$ cat config.mk
export PLATFORM = sky130hd
export DESIGN_NAME = tank_command_decoder
export DESIGN_NICKNAME = d
export VERILOG_FILES = /design/src/tcd_pkg.sv /design/src/tcd_sdiv.sv /design/src/tcd_smul.sv /design/src/tank_command_decoder.sv
export SDC_FILE = /design/constraint.sdc
export NUM_CORES = 1
export LEC_CHECK = 0
export BUFFER_PORTS_ARGS = -buffer_cell sky130_fd_sc_hd__buf_2
export CORE_MARGIN = 1.5
export CORE_UTILIZATION = 30
export CTS_BUF_LIST = sky130_fd_sc_hd__clkbuf_4 sky130_fd_sc_hd__clkbuf_8
export DETAILED_ROUTE_END_ITERATION = 6
export GPL_TIMING_DRIVEN = 0
export PLACE_DENSITY = 0.48
export REMOVE_ABC_BUFFERS = 1
export SKIP_CTS_REPAIR_TIMING = 1
export SLEW_MARGIN = 20
export SYNTH_ARGS = -nofsm -noshare
export SYNTH_HDL_FRONTEND = slang
export SYNTH_SLANG_ARGS = --single-unit
$ cat constraint.sdc
create_clock -name clk -period 3.7 [get_ports clk]
set_input_delay 0 -clock clk [delete_from_list [all_inputs] [get_ports clk]]
set_output_delay 0 -clock clk [all_outputs]
set_load 0.05 [all_outputs]
$ cat src/tcd_pkg.sv
// tank command decoder package: packet codes, register indexes, widths and shared types
// no dependencies

package tcd_pkg;

	// packet tags and button letters
	localparam logic [7:0] TAG_X = 8'h58;
	localparam logic [7:0] TAG_Y = 8'h59;
	localparam logic [7:0] TAG_B = 8'h42;
	localparam logic [7:0] TAG_T = 8'h54;
	localparam logic [7:0] KEY_U = 8'h55;
	localparam logic [7:0] KEY_D = 8'h44;
	localparam logic [7:0] KEY_R = 8'h52;
	localparam logic [7:0] KEY_L = 8'h4C;
	localparam logic [7:0] KEY_J = 8'h4A;
	localparam logic [7:0] KEY_M = 8'h4D;

	// configuration register indexes
	localparam logic [2:0] CFG_PWM_PERIOD  = 3'd0;
	localparam logic [2:0] CFG_TURN_SPEED  = 3'd1;
	localparam logic [2:0] CFG_FWD_THRESH  = 3'd2;
	localparam logic [2:0] CFG_RIGHT_THRESH = 3'd3;
	localparam logic [2:0] CFG_LEFT_THRESH = 3'd4;
	localparam logic [2:0] CFG_SERVO_STEP  = 3'd5;
	localparam logic [2:0] CFG_SERVO_MIN   = 3'd6;
	localparam logic [2:0] CFG_SERVO_MAX   = 3'd7;

	// widths
	localparam int RAW_W    = 16;  // joystick raw axis
	localparam int RAW5_W   = 19;  // raw * 5
	localparam int AXIS_W   = 15;  // scaled axis, at most 17246
	localparam int PWM_W    = 16;
	localparam int PROD_W   = AXIS_W + PWM_W;
	localparam int THR_W    = 10;
	localparam int DUTY_W   = 19;
	localparam int SERVO_W  = 13;
	localparam int STEP_W   = 8;
	localparam int SCALE_DEN_W = 5;
	localparam int DUTY_DEN_W  = 12;

	// raw*1000/3800 is raw*5/19
	localparam logic [SCALE_DEN_W-1:0] SCALE_DEN = 5'd19;
	localparam logic [DUTY_DEN_W-1:0]  DUTY_DEN  = 12'd4095;
	localparam logic [AXIS_W-1:0]      RIGHT_TURN_TOP = 15'd1050;
	localparam logic [SERVO_W-1:0]     SERVO_TOP = 13'h1FFF;

	// servo_written codes
	localparam logic [1:0] SRV_NONE = 2'd0;
	localparam logic [1:0] SRV_TILT = 2'd1;
	localparam logic [1:0] SRV_PAN  = 2'd2;

	typedef enum logic [1:0] {
		DRV_STOP,
		DRV_BOTH,
		DRV_LEFT_ONLY,
		DRV_RIGHT_ONLY
	} drive_mode_t;

endpackage

$ cat src/tcd_sdiv.sv
// bit-serial restoring divider, one quotient bit per cycle, msb first
// depends on nothing; used by the tank command decoder for the axis and duty scaling

module tcd_sdiv #(
	parameter int NumW = 19,
	parameter int DenW = 5
) (
	input  logic            clk,
	input  logic            arst_n,
	input  logic            start,
	input  logic [NumW-1:0] dividend,
	input  logic [DenW-1:0] divisor,
	output logic            busy,
	output logic [NumW-1:0] quotient
);

	localparam int CntW = $clog2(NumW + 1);

	logic [NumW-1:0] quo_q;
	logic [DenW-1:0] rem_q;
	logic [CntW-1:0] cnt_q;
	logic [DenW:0]   trial;
	logic [DenW:0]   diff;
	logic            fits;

	// remainder stays below the divisor, so the trial value fits one extra bit
	assign trial = {rem_q, quo_q[NumW-1]};
	assign fits  = trial >= {1'b0, divisor};
	assign diff  = trial - {1'b0, divisor};

	always_ff @(posedge clk or negedge arst_n) begin
		if (!arst_n) begin
			cnt_q <= '0;
		end else if (start) begin
			cnt_q <= CntW'(NumW);
		end else if (busy) begin
			cnt_q <= cnt_q - 1'b1;
		end
	end

	always_ff @(posedge clk) begin
		if (start) begin
			quo_q <= dividend;
			rem_q <= '0;
		end else if (busy) begin
			quo_q <= {quo_q[NumW-2:0], fits};
			rem_q <= fits ? diff[DenW-1:0] : trial[DenW-1:0];
		end
	end

	assign busy     = cnt_q != '0;
	assign quotient = quo_q;

endmodule

$ cat src/tcd_smul.sv
// bit-serial shift-add multiplier, one multiplier bit per cycle, msb first
// depends on nothing; used by the tank command decoder for y times the pwm period

module tcd_smul #(
	parameter int AW = 15,
	parameter int BW = 16
) (
	input  logic             clk,
	input  logic             arst_n,
	input  logic             start,
	input  logic [AW-1:0]    a,
	input  logic [BW-1:0]    b,
	output logic             busy,
	output logic [AW+BW-1:0] product
);

	localparam int PW   = AW + BW;
	localparam int CntW = $clog2(BW + 1);

	logic [AW-1:0]   a_q;
	logic [BW-1:0]   b_q;
	logic [PW-1:0]   acc_q;
	logic [CntW-1:0] cnt_q;

	always_ff @(posedge clk or negedge arst_n) begin
		if (!arst_n) begin
			cnt_q <= '0;
		end else if (start) begin
			cnt_q <= CntW'(BW);
		end else if (busy) begin
			cnt_q <= cnt_q - 1'b1;
		end
	end

	always_ff @(posedge clk) begin
		if (start) begin
			a_q   <= a;
			b_q   <= b;
			acc_q <= '0;
		end else if (busy) begin
			b_q   <= {b_q[BW-2:0], 1'b0};
			acc_q <= {acc_q[PW-2:0], 1'b0} + (b_q[BW-1] ? PW'(a_q) : PW'(0));
		end
	end

	assign busy    = cnt_q != '0;
	assign product = acc_q;

endmodule

$ cat src/tank_command_decoder.sv
// Tank command decoder: one six-byte packet in, one status word out. A button packet
// ('B','T') or a packet with unknown tags goes straight to the output state, where its
// word is loaded into the output register once that register is empty or being read. A
// joystick packet ('X','Y') runs the two bit-serial axis dividers (raw*5/19, 19 quotient
// bits), then the bit-serial multiply of y by the pwm period (16 bits), then the bit-serial
// divide by 4095 (31 quotient bits), and last loads the output register. One packet is
// worked on at a time; the next one is taken as soon as the result sits in the output
// register, even while that word still waits to be read. Configuration writes are always
// taken and should only be made while no packet is in flight.
// depends on tcd_pkg, tcd_sdiv, tcd_smul

module tank_command_decoder (
	input  logic        clk,
	input  logic        arst_n,
	// config write channel
	input  logic        cfg_valid,
	output logic        cfg_ready,
	input  logic [2:0]  cfg_index,
	input  logic [15:0] cfg_data,
	// packet in
	input  logic        s_tvalid,
	output logic        s_tready,
	input  logic [47:0] s_tdata,   // packet_byte0 .. packet_byte5, 8 bits each
	// result out
	output logic        m_tvalid,
	input  logic        m_tready,
	// right_motor_duty[18:0], left_motor_duty[37:19], motors_written[38],
	// tilt_duty[51:39], pan_duty[64:52], servo_written[66:65], lamps_on[67], zero pad
	output logic [71:0] m_tdata
);

	typedef enum logic [2:0] {
		ST_IDLE,
		ST_SCALE,
		ST_MUL,
		ST_DUTY,
		ST_OUT
	} state_t;

	state_t state_q;

	// config registers
	logic [tcd_pkg::PWM_W-1:0]   pwm_period_q;
	logic [tcd_pkg::THR_W-1:0]   turn_speed_q;
	logic [tcd_pkg::THR_W-1:0]   fwd_thresh_q;
	logic [tcd_pkg::THR_W-1:0]   right_thresh_q;
	logic [tcd_pkg::THR_W-1:0]   left_thresh_q;
	logic [tcd_pkg::STEP_W-1:0]  servo_step_q;
	logic [tcd_pkg::SERVO_W-1:0] servo_min_q;
	logic [tcd_pkg::SERVO_W-1:0] servo_max_q;

	// block state
	logic [tcd_pkg::DUTY_W-1:0]  right_duty_q;
	logic [tcd_pkg::DUTY_W-1:0]  left_duty_q;
	logic [tcd_pkg::SERVO_W-1:0] tilt_q;
	logic [tcd_pkg::SERVO_W-1:0] pan_q;
	logic                        lamp_q;
	logic                        motors_wr_q;
	logic [1:0]                  servo_wr_q;
	tcd_pkg::drive_mode_t        mode_q;

	logic        m_tvalid_q;
	logic [71:0] m_tdata_q;

	// packet fields
	logic [7:0] byte0, byte1, key;
	logic [tcd_pkg::RAW_W-1:0]  raw_x, raw_y;
	logic [tcd_pkg::RAW5_W-1:0] x5, y5;
	logic s_accept, pkt_xy, pkt_bt;

	// arithmetic units
	logic                       x_busy, y_busy, mul_busy, d_busy;
	logic                       mul_start, d_start;
	logic [tcd_pkg::RAW5_W-1:0] x_quo, y_quo;
	logic [tcd_pkg::AXIS_W-1:0] x_sc, y_sc, y_sel;
	logic [tcd_pkg::PROD_W-1:0] product, d_quo;
	logic [tcd_pkg::DUTY_W-1:0] duty;
	logic right_turn, left_turn, run_straight;
	tcd_pkg::drive_mode_t mode_next;

	// servo stepping
	logic [tcd_pkg::SERVO_W-1:0] srv_pos, srv_up, srv_down;
	logic [tcd_pkg::SERVO_W:0]   up_sum;
	logic                        can_up, can_down;
	logic                        out_load;

	assign byte0 = s_tdata[7:0];
	assign byte1 = s_tdata[15:8];
	assign key   = s_tdata[23:16];
	assign raw_x = {s_tdata[23:16], s_tdata[31:24]};
	assign raw_y = {s_tdata[39:32], s_tdata[47:40]};
	assign x5 = {3'b000, raw_x} + {1'b0, raw_x, 2'b00};
	assign y5 = {3'b000, raw_y} + {1'b0, raw_y, 2'b00};

	assign s_tready = state_q == ST_IDLE;
	assign s_accept = s_tvalid && s_tready;
	assign pkt_xy   = byte0 == tcd_pkg::TAG_X && byte1 == tcd_pkg::TAG_Y;
	assign pkt_bt   = byte0 == tcd_pkg::TAG_B && byte1 == tcd_pkg::TAG_T;
	assign cfg_ready = 1'b1;

	tcd_sdiv #(.NumW(tcd_pkg::RAW5_W), .DenW(tcd_pkg::SCALE_DEN_W)) u_xdiv (
		.clk(clk), .arst_n(arst_n), .start(s_accept && pkt_xy), .dividend(x5),
		.divisor(tcd_pkg::SCALE_DEN), .busy(x_busy), .quotient(x_quo)
	);

	tcd_sdiv #(.NumW(tcd_pkg::RAW5_W), .DenW(tcd_pkg::SCALE_DEN_W)) u_ydiv (
		.clk(clk), .arst_n(arst_n), .start(s_accept && pkt_xy), .dividend(y5),
		.divisor(tcd_pkg::SCALE_DEN), .busy(y_busy), .quotient(y_quo)
	);

	// scaled axes never exceed 17246
	assign x_sc = x_quo[tcd_pkg::AXIS_W-1:0];
	assign y_sc = y_quo[tcd_pkg::AXIS_W-1:0];

	assign right_turn = x_sc >= {5'b0, right_thresh_q} && x_sc <= tcd_pkg::RIGHT_TURN_TOP;
	assign left_turn  = !right_turn && x_sc <= {5'b0, left_thresh_q};
	assign run_straight = y_sc >= {5'b0, fwd_thresh_q} || x_sc >= {5'b0, right_thresh_q};

	always_comb begin
		y_sel = y_sc;
		if ((right_turn || left_turn) && y_sc <= {5'b0, fwd_thresh_q}) begin
			y_sel = {5'b0, turn_speed_q};
		end
		if (right_turn) begin
			mode_next = tcd_pkg::DRV_LEFT_ONLY;
		end else if (left_turn) begin
			mode_next = tcd_pkg::DRV_RIGHT_ONLY;
		end else if (run_straight) begin
			mode_next = tcd_pkg::DRV_BOTH;
		end else begin
			mode_next = tcd_pkg::DRV_STOP;
		end
	end

	assign mul_start = state_q == ST_SCALE && !x_busy && !y_busy;

	tcd_smul #(.AW(tcd_pkg::AXIS_W), .BW(tcd_pkg::PWM_W)) u_mul (
		.clk(clk), .arst_n(arst_n), .start(mul_start), .a(y_sel), .b(pwm_period_q),
		.busy(mul_busy), .product(product)
	);

	assign d_start = state_q == ST_MUL && !mul_busy;

	tcd_sdiv #(.NumW(tcd_pkg::PROD_W), .DenW(tcd_pkg::DUTY_DEN_W)) u_ddiv (
		.clk(clk), .arst_n(arst_n), .start(d_start), .dividend(product),
		.divisor(tcd_pkg::DUTY_DEN), .busy(d_busy), .quotient(d_quo)
	);

	assign duty = d_quo[tcd_pkg::DUTY_W-1:0];

	// servo step for the selected axis: U/D act on tilt, R/L on pan
	assign srv_pos  = (key == tcd_pkg::KEY_U || key == tcd_pkg::KEY_D) ? tilt_q : pan_q;
	assign can_up   = srv_pos < servo_max_q;
	assign can_down = srv_pos > servo_min_q;
	assign up_sum   = {1'b0, srv_pos} + {6'b0, servo_step_q};
	assign srv_up   = up_sum[tcd_pkg::SERVO_W] ? tcd_pkg::SERVO_TOP
		: up_sum[tcd_pkg::SERVO_W-1:0];
	assign srv_down = srv_pos >= {5'b0, servo_step_q}
		? srv_pos - {5'b0, servo_step_q} : '0;

	assign out_load = state_q == ST_OUT && (!m_tvalid_q || m_tready);

	always_ff @(posedge clk or negedge arst_n) begin
		if (!arst_n) begin
			state_q        <= ST_IDLE;
			pwm_period_q   <= 16'd20000;
			turn_speed_q   <= 10'd800;
			fwd_thresh_q   <= 10'd550;
			right_thresh_q <= 10'd530;
			left_thresh_q  <= 10'd430;
			servo_step_q   <= 8'd20;
			servo_min_q    <= 13'd900;
			servo_max_q    <= 13'd4100;
			right_duty_q   <= '0;
			left_duty_q    <= '0;
			tilt_q         <= 13'd900;
			pan_q          <= 13'd900;
			lamp_q         <= 1'b0;
			motors_wr_q    <= 1'b0;
			servo_wr_q     <= tcd_pkg::SRV_NONE;
			mode_q         <= tcd_pkg::DRV_STOP;
			m_tvalid_q     <= 1'b0;
			m_tdata_q      <= '0;
		end else begin
			if (cfg_valid) begin
				unique case (cfg_index)
					tcd_pkg::CFG_PWM_PERIOD:   pwm_period_q   <= cfg_data;
					tcd_pkg::CFG_TURN_SPEED:   turn_speed_q   <= cfg_data[9:0];
					tcd_pkg::CFG_FWD_THRESH:   fwd_thresh_q   <= cfg_data[9:0];
					tcd_pkg::CFG_RIGHT_THRESH: right_thresh_q <= cfg_data[9:0];
					tcd_pkg::CFG_LEFT_THRESH:  left_thresh_q  <= cfg_data[9:0];
					tcd_pkg::CFG_SERVO_STEP:   servo_step_q   <= cfg_data[7:0];
					tcd_pkg::CFG_SERVO_MIN:    servo_min_q    <= cfg_data[12:0];
					tcd_pkg::CFG_SERVO_MAX:    servo_max_q    <= cfg_data[12:0];
					default: ;
				endcase
			end

			// a word read in the cycle a new one loads is replaced, not cleared
			if (m_tvalid_q && m_tready && !out_load) begin
				m_tvalid_q <= 1'b0;
			end

			unique case (state_q)
				ST_IDLE: begin
					if (s_accept) begin
						motors_wr_q <= 1'b0;
						servo_wr_q  <= tcd_pkg::SRV_NONE;
						if (pkt_xy) begin
							state_q <= ST_SCALE;
						end else begin
							state_q <= ST_OUT;
							if (pkt_bt) begin
								case (key)
									tcd_pkg::KEY_U: begin
										if (can_up) begin
											tilt_q     <= srv_up;
											servo_wr_q <= tcd_pkg::SRV_TILT;
										end
									end
									tcd_pkg::KEY_D: begin
										if (can_down) begin
											tilt_q     <= srv_down;
											servo_wr_q <= tcd_pkg::SRV_TILT;
										end
									end
									tcd_pkg::KEY_R: begin
										if (can_up) begin
											pan_q      <= srv_up;
											servo_wr_q <= tcd_pkg::SRV_PAN;
										end
									end
									tcd_pkg::KEY_L: begin
										if (can_down) begin
											pan_q      <= srv_down;
											servo_wr_q <= tcd_pkg::SRV_PAN;
										end
									end
									tcd_pkg::KEY_J: lamp_q <= 1'b1;
									tcd_pkg::KEY_M: lamp_q <= 1'b0;
									default: ;
								endcase
							end
						end
					end
				end
				ST_SCALE: begin
					if (mul_start) begin
						mode_q  <= mode_next;
						state_q <= ST_MUL;
					end
				end
				ST_MUL: begin
					if (d_start) begin
						state_q <= ST_DUTY;
					end
				end
				ST_DUTY: begin
					if (!d_busy) begin
						motors_wr_q <= 1'b1;
						state_q     <= ST_OUT;
						unique case (mode_q)
							tcd_pkg::DRV_BOTH: begin
								right_duty_q <= duty;
								left_duty_q  <= duty;
							end
							tcd_pkg::DRV_LEFT_ONLY: begin
								right_duty_q <= '0;
								left_duty_q  <= duty;
							end
							tcd_pkg::DRV_RIGHT_ONLY: begin
								right_duty_q <= duty;
								left_duty_q  <= '0;
							end
							default: begin
								right_duty_q <= '0;
								left_duty_q  <= '0;
							end
						endcase
					end
				end
				ST_OUT: begin
					if (out_load) begin
						m_tvalid_q <= 1'b1;
						m_tdata_q  <= {4'b0000, lamp_q, servo_wr_q, pan_q, tilt_q,
							motors_wr_q, left_duty_q, right_duty_q};
						state_q    <= ST_IDLE;
					end
				end
				default: state_q <= ST_IDLE;
			endcase
		end
	end

	assign m_tvalid = m_tvalid_q;
	assign m_tdata  = m_tdata_q;

	// a word never reports both a motor update and a servo step
	a_one_kind: assert property (@(posedge clk) disable iff (!arst_n)
		m_tvalid_q |-> !(m_tdata_q[38] && m_tdata_q[66:65] != tcd_pkg::SRV_NONE))
		else $error("motor and servo update in one word");

	a_servo_code: assert property (@(posedge clk) disable iff (!arst_n)
		m_tvalid_q |-> m_tdata_q[66:65] != 2'd3)
		else $error("bad servo_written code");

	// arithmetic units are quiet whenever a new packet can be taken
	a_idle_quiet: assert property (@(posedge clk) disable iff (!arst_n)
		state_q == ST_IDLE |-> !x_busy && !y_busy && !mul_busy && !d_busy)
		else $error("arithmetic unit busy while idle");

	// a right turn leaves the right motor stopped
	a_turn_stop: assert property (@(posedge clk) disable iff (!arst_n)
		(state_q == ST_DUTY && !d_busy && mode_q == tcd_pkg::DRV_LEFT_ONLY)
		|=> right_duty_q == '0)
		else $error("right motor driven in a right turn");

endmodule
==> flow_summary_export.csv <==
group,metric,value,unit
synthesis,ys_types,80,
detailed_routing,detail_route.first_pass.iterations,5,
placement,numPortBuffers,141,
finish,area_growth,19.5,%
floorplan,die_y,272,um
setup_path,setup.worst_path.end_class,"flop",
power_and_ir_drop,peakVddDrop,0.263,mV
synthesis,postSynth.asyncResetShare,62.2,%
detailed_routing,remaining_drc_errors,0,
synthesis,yosys-top-cells-area,"dfrtp_1, edfxtp_1, mux2_2",
outcome,status,"finished with violations",
sta,tightest_slew,1.00,ns
finish,multiInputGateArea,10600,sq um
hold_path,holdCritStartpoint,"s_tdata[23]",
placement,dp.cells,3193,
placement,gp_congestion,0.864,
outcome,violations,"hold timing",
finish,register_area,10400,sq um
synthesis,synth_edf_count,100,
clocking,path_clk_slew,0.06,ns
sta,fmax,0.282,GHz
global_route,grt_pass1_wl,85800,um
clocking,cts-buffers-inserted,75,
detailed_routing,avgRoutedWirePerCell,15.9,um
finish,nNetsFinal,2590,
finish,layout.cells.non_filler,3404,
clocking,cts_tree,"yes",
finish,drive_gt1_share,22.4,%
synthesis,synth_top_area_share,24.8,%
global_route,grt_max_degree,99,
setup_path,critPathArrivalTime,4.05,ns
detailed_routing,vias,16300,
synthesis,synth.cells.most_frequent,"nand2_1, dfrtp_1, mux2_2",
sta,setup_viol_count_final,0,
placement,dpl_cell_area,23500,sq um
synthesis,syn-mean-instance-area,9.96,sq um
synthesis,synth_ff_type,"dfrtp_1",
clocking,htreeDepth,3,
floorplan,coreArea,71600,sq um
power_and_ir_drop,p_total,0.0165,W
clocking,ctsRootBufferMaster,"clkbuf_8",
sta,finClkSkew,0.0255,ns
hold_path,hp-class,"in -> reg",
sta,finalHoldViolCount,3,
placement,detailed_place_hpwl,38500,um
global_route,grt_pass1_vias,15900,
setup_path,r2r_start,"tilt_q[4]$_DFFE_PN0P_",
synthesis,synth.ff_latch_count,405,
setup_path,cp_slowest_cell,"ha_1",
setup_path,path_buf_inv,2,
setup_path,crit_chain,"buf_2, nor2b_1, nand3_4, mux2_2, ha_1, inv_1, a2111oi_0, a211oi_1, or2_1, and3_1, o311a_1, o21ai_0, o21ai_1",
floorplan,die_x,272,um
synthesis,syn_area,21700,sq um
power_and_ir_drop,power_leakage,11.8,nW
sta,fin_crit_sh,95.8,%
setup_path,slowest_delay,0.50,ns
detailed_routing,drt_iter0_drc,979,
sta,max-slew-margin-rel,32.8,%
sta,min_period,3.55,ns
synthesis,synth.largest_area_cell,"dfrtp_1",
clocking,clk-insertion-delay-late,0.66,ns
floorplan,row_count,98,
synthesis,ys_seq_area_share,48.0,%
finish,finalInstanceArea,26000,sq um
floorplan,die_area,74000,sq um
detailed_routing,ant_nets,0,
setup_path,cp-start-kind,"input port",
global_route,track_usage,14.4,%
detailed_routing,wl,54100,um
sta,final_max_slew_viol_count,0,
hold_path,min_to,"u_xdiv.quotient[18]$_DFFE_PP_",
clocking,clockBufferDepth,3,
setup_path,rr_endpoint,"pan_q[4]$_DFFE_PN0P_",
setup_path,path_class,"in -> reg",
detailed_routing,avgViaCountPerCell,4.80,
synthesis,syn-instance-count,2181,
finish,fillerInstances,7273,
sta,fin_hold_ws,-0.0246,ns
power_and_ir_drop,powerDensity,634,nW/um^2
setup_path,cp.required,4.21,ns
clocking,cts.sinks,405,
hold_path,whs_path_depth,5,
setup_path,critical_path.max_fanout,15,
global_route,overflow,0,
setup_path,critPathTopFamily,"simple AND/OR/NAND/NOR gates",
synthesis,yosys.cell_count.top_type,"nand2_1",
floorplan,io_pins,147,
setup_path,r2r_slack,0.21,ns
synthesis,yosysWarnings,0,
flow_run,maxCapViolations,0,
floorplan,start_util,30.3,%
setup_path,r2r_cells,10,
global_route,antenna_found_initial,3,
-- logic make-up (layout without fill, tap and decap cells) --
family          Yosys count  count (layout)  synth area share, %
fa+ha+maj               129             129                 7.60
flops                   405             405                 48.0
compound gates          431             431                 12.3
mux                     186             186                 9.57
simple gates            743             743                 15.7
other cells               2               7               0.0346
buf+inv                 209             477                 3.78
xor+xnor                 76              76                 3.06
-- cell usage in the layout (no fill, tap or decap), drive strengths merged, types with 23 or more instances in the layout --
master | synthesis | final
a211oi | 39 | 39
a21oi | 92 | 92
buf | 20 | 163
clkbuf | 77 | 116
dfrtp | 215 | 215
dfstp | 37 | 37
dfxtp | 53 | 53
dlygate4sd3 | 0 | 62
edfxtp | 100 | 100
ha | 124 | 124
inv | 112 | 115
mux2 | 171 | 171
nand2 | 369 | 369
nand2b | 37 | 37
nand3 | 37 | 37
nor2 | 131 | 131
nor3 | 37 | 37
o21ai | 178 | 178
xnor2 | 53 | 53
xor2 | 23 | 23
-- report_power, final --
part / switching, W / internal [W] / total, W
logic: 0.00263 / 0.00220 / 0.00483
registers: 0.000910 / 0.00603 / 0.00694
clock network: 0.00200 / 0.00268 / 0.00469
total: 0.00555 / 0.0109 / 0.0165
-- how the worst max path moves through the flow --
stage / start / endpoint / slack, ns / cells past startpoint
5_1_grt: s_tdata[18] / pan_q[4]$_DFFE_PN0P_ / -0.01 / 13
3_3_place_gp: arst_n / m_tdata[37]$_DFFE_PN0P_ / -2.07 / 1
4_1_cts: s_tdata[23] / pan_q[12]$_DFFE_PN0P_ / -0.38 / 12
3_5_place_dp: s_tdata[23] / pan_q[12]$_DFFE_PN0P_ / -1.09 / 12
2_1_floorplan: state_q[0]$_DFFE_PN0P_ / u_xdiv.quotient[0]$_DFFE_PP_ / -0.15 / 4
6_report: s_tdata[18] / pan_q[4]$_DFFE_PN0P_ / 0.15 / 13
-- cell type report --
type,count,share of cell area (%)
Tap cell,950,4.58
Multi-Input combinational cell,1570,40.9
Timing Repair Buffer,225,6.34
Sequential cell,405,40.1
Inverter,112,1.62
Clock inverter,24,0.863
Antenna cell,2,0.0193
Clock buffer,116,5.60
-- worst register-to-register path, stage by stage (launching register included) --
cell,delay (ns)
dfrtp_1,0.40
mux2_2,0.37
ha_1,0.50
inv_1,0.13
a2111oi_0,0.42
a211oi_1,0.21
or2_1,0.34
and3_1,0.30
o311a_1,0.40
o21ai_0,0.20
o21ai_1,0.08
-- layer usage --
layer | track usage (%) | wire (um) | vias up
li1 | - | - | 8074
met1 | 19.7 | 26200 | 7824
met2 | 22.7 | 24300 | 341
met3 | 2.90 | 2400 | 94
met4 | 4.39 | 1160 | 2
met5 | 0 | 13 | -
-- through the flow --
stage / hold WS (ns) / TNS, ns / utilization (%) / setup WS (ns)
2_1_floorplan: -0.296 / -5.73 / - / -0.151
3_3_place_gp: 0.242 / -612.26 / 32.4 / -2.07
3_5_place_dp: -0.0191 / -24.89 / 32.9 / -1.09
4_1_cts: -0.758 / -4.97 / 35.2 / -0.379
5_1_grt: 0.00500 / -0.0106 / 36.3 / -0.0106
6_report: -0.0246 / 0 / 36.3 / 0.155
-- sequential cells by signal, indices dropped and copies added, names as in the netlist, 12 cells and up --
name             count
u_mul.b_q           16
right_duty_q        19
u_mul.product       31
pwm_period_q        16
tilt_q              13
u_ddiv.quotient     31
m_tdata             68
pan_q               13
u_ddiv.rem_q        12
u_mul.a_q           15
left_duty_q         19
servo_min_q         13
u_ydiv.quotient     19
u_xdiv.quotient     19
servo_max_q         13
Power figures use the tool's default switching activity.
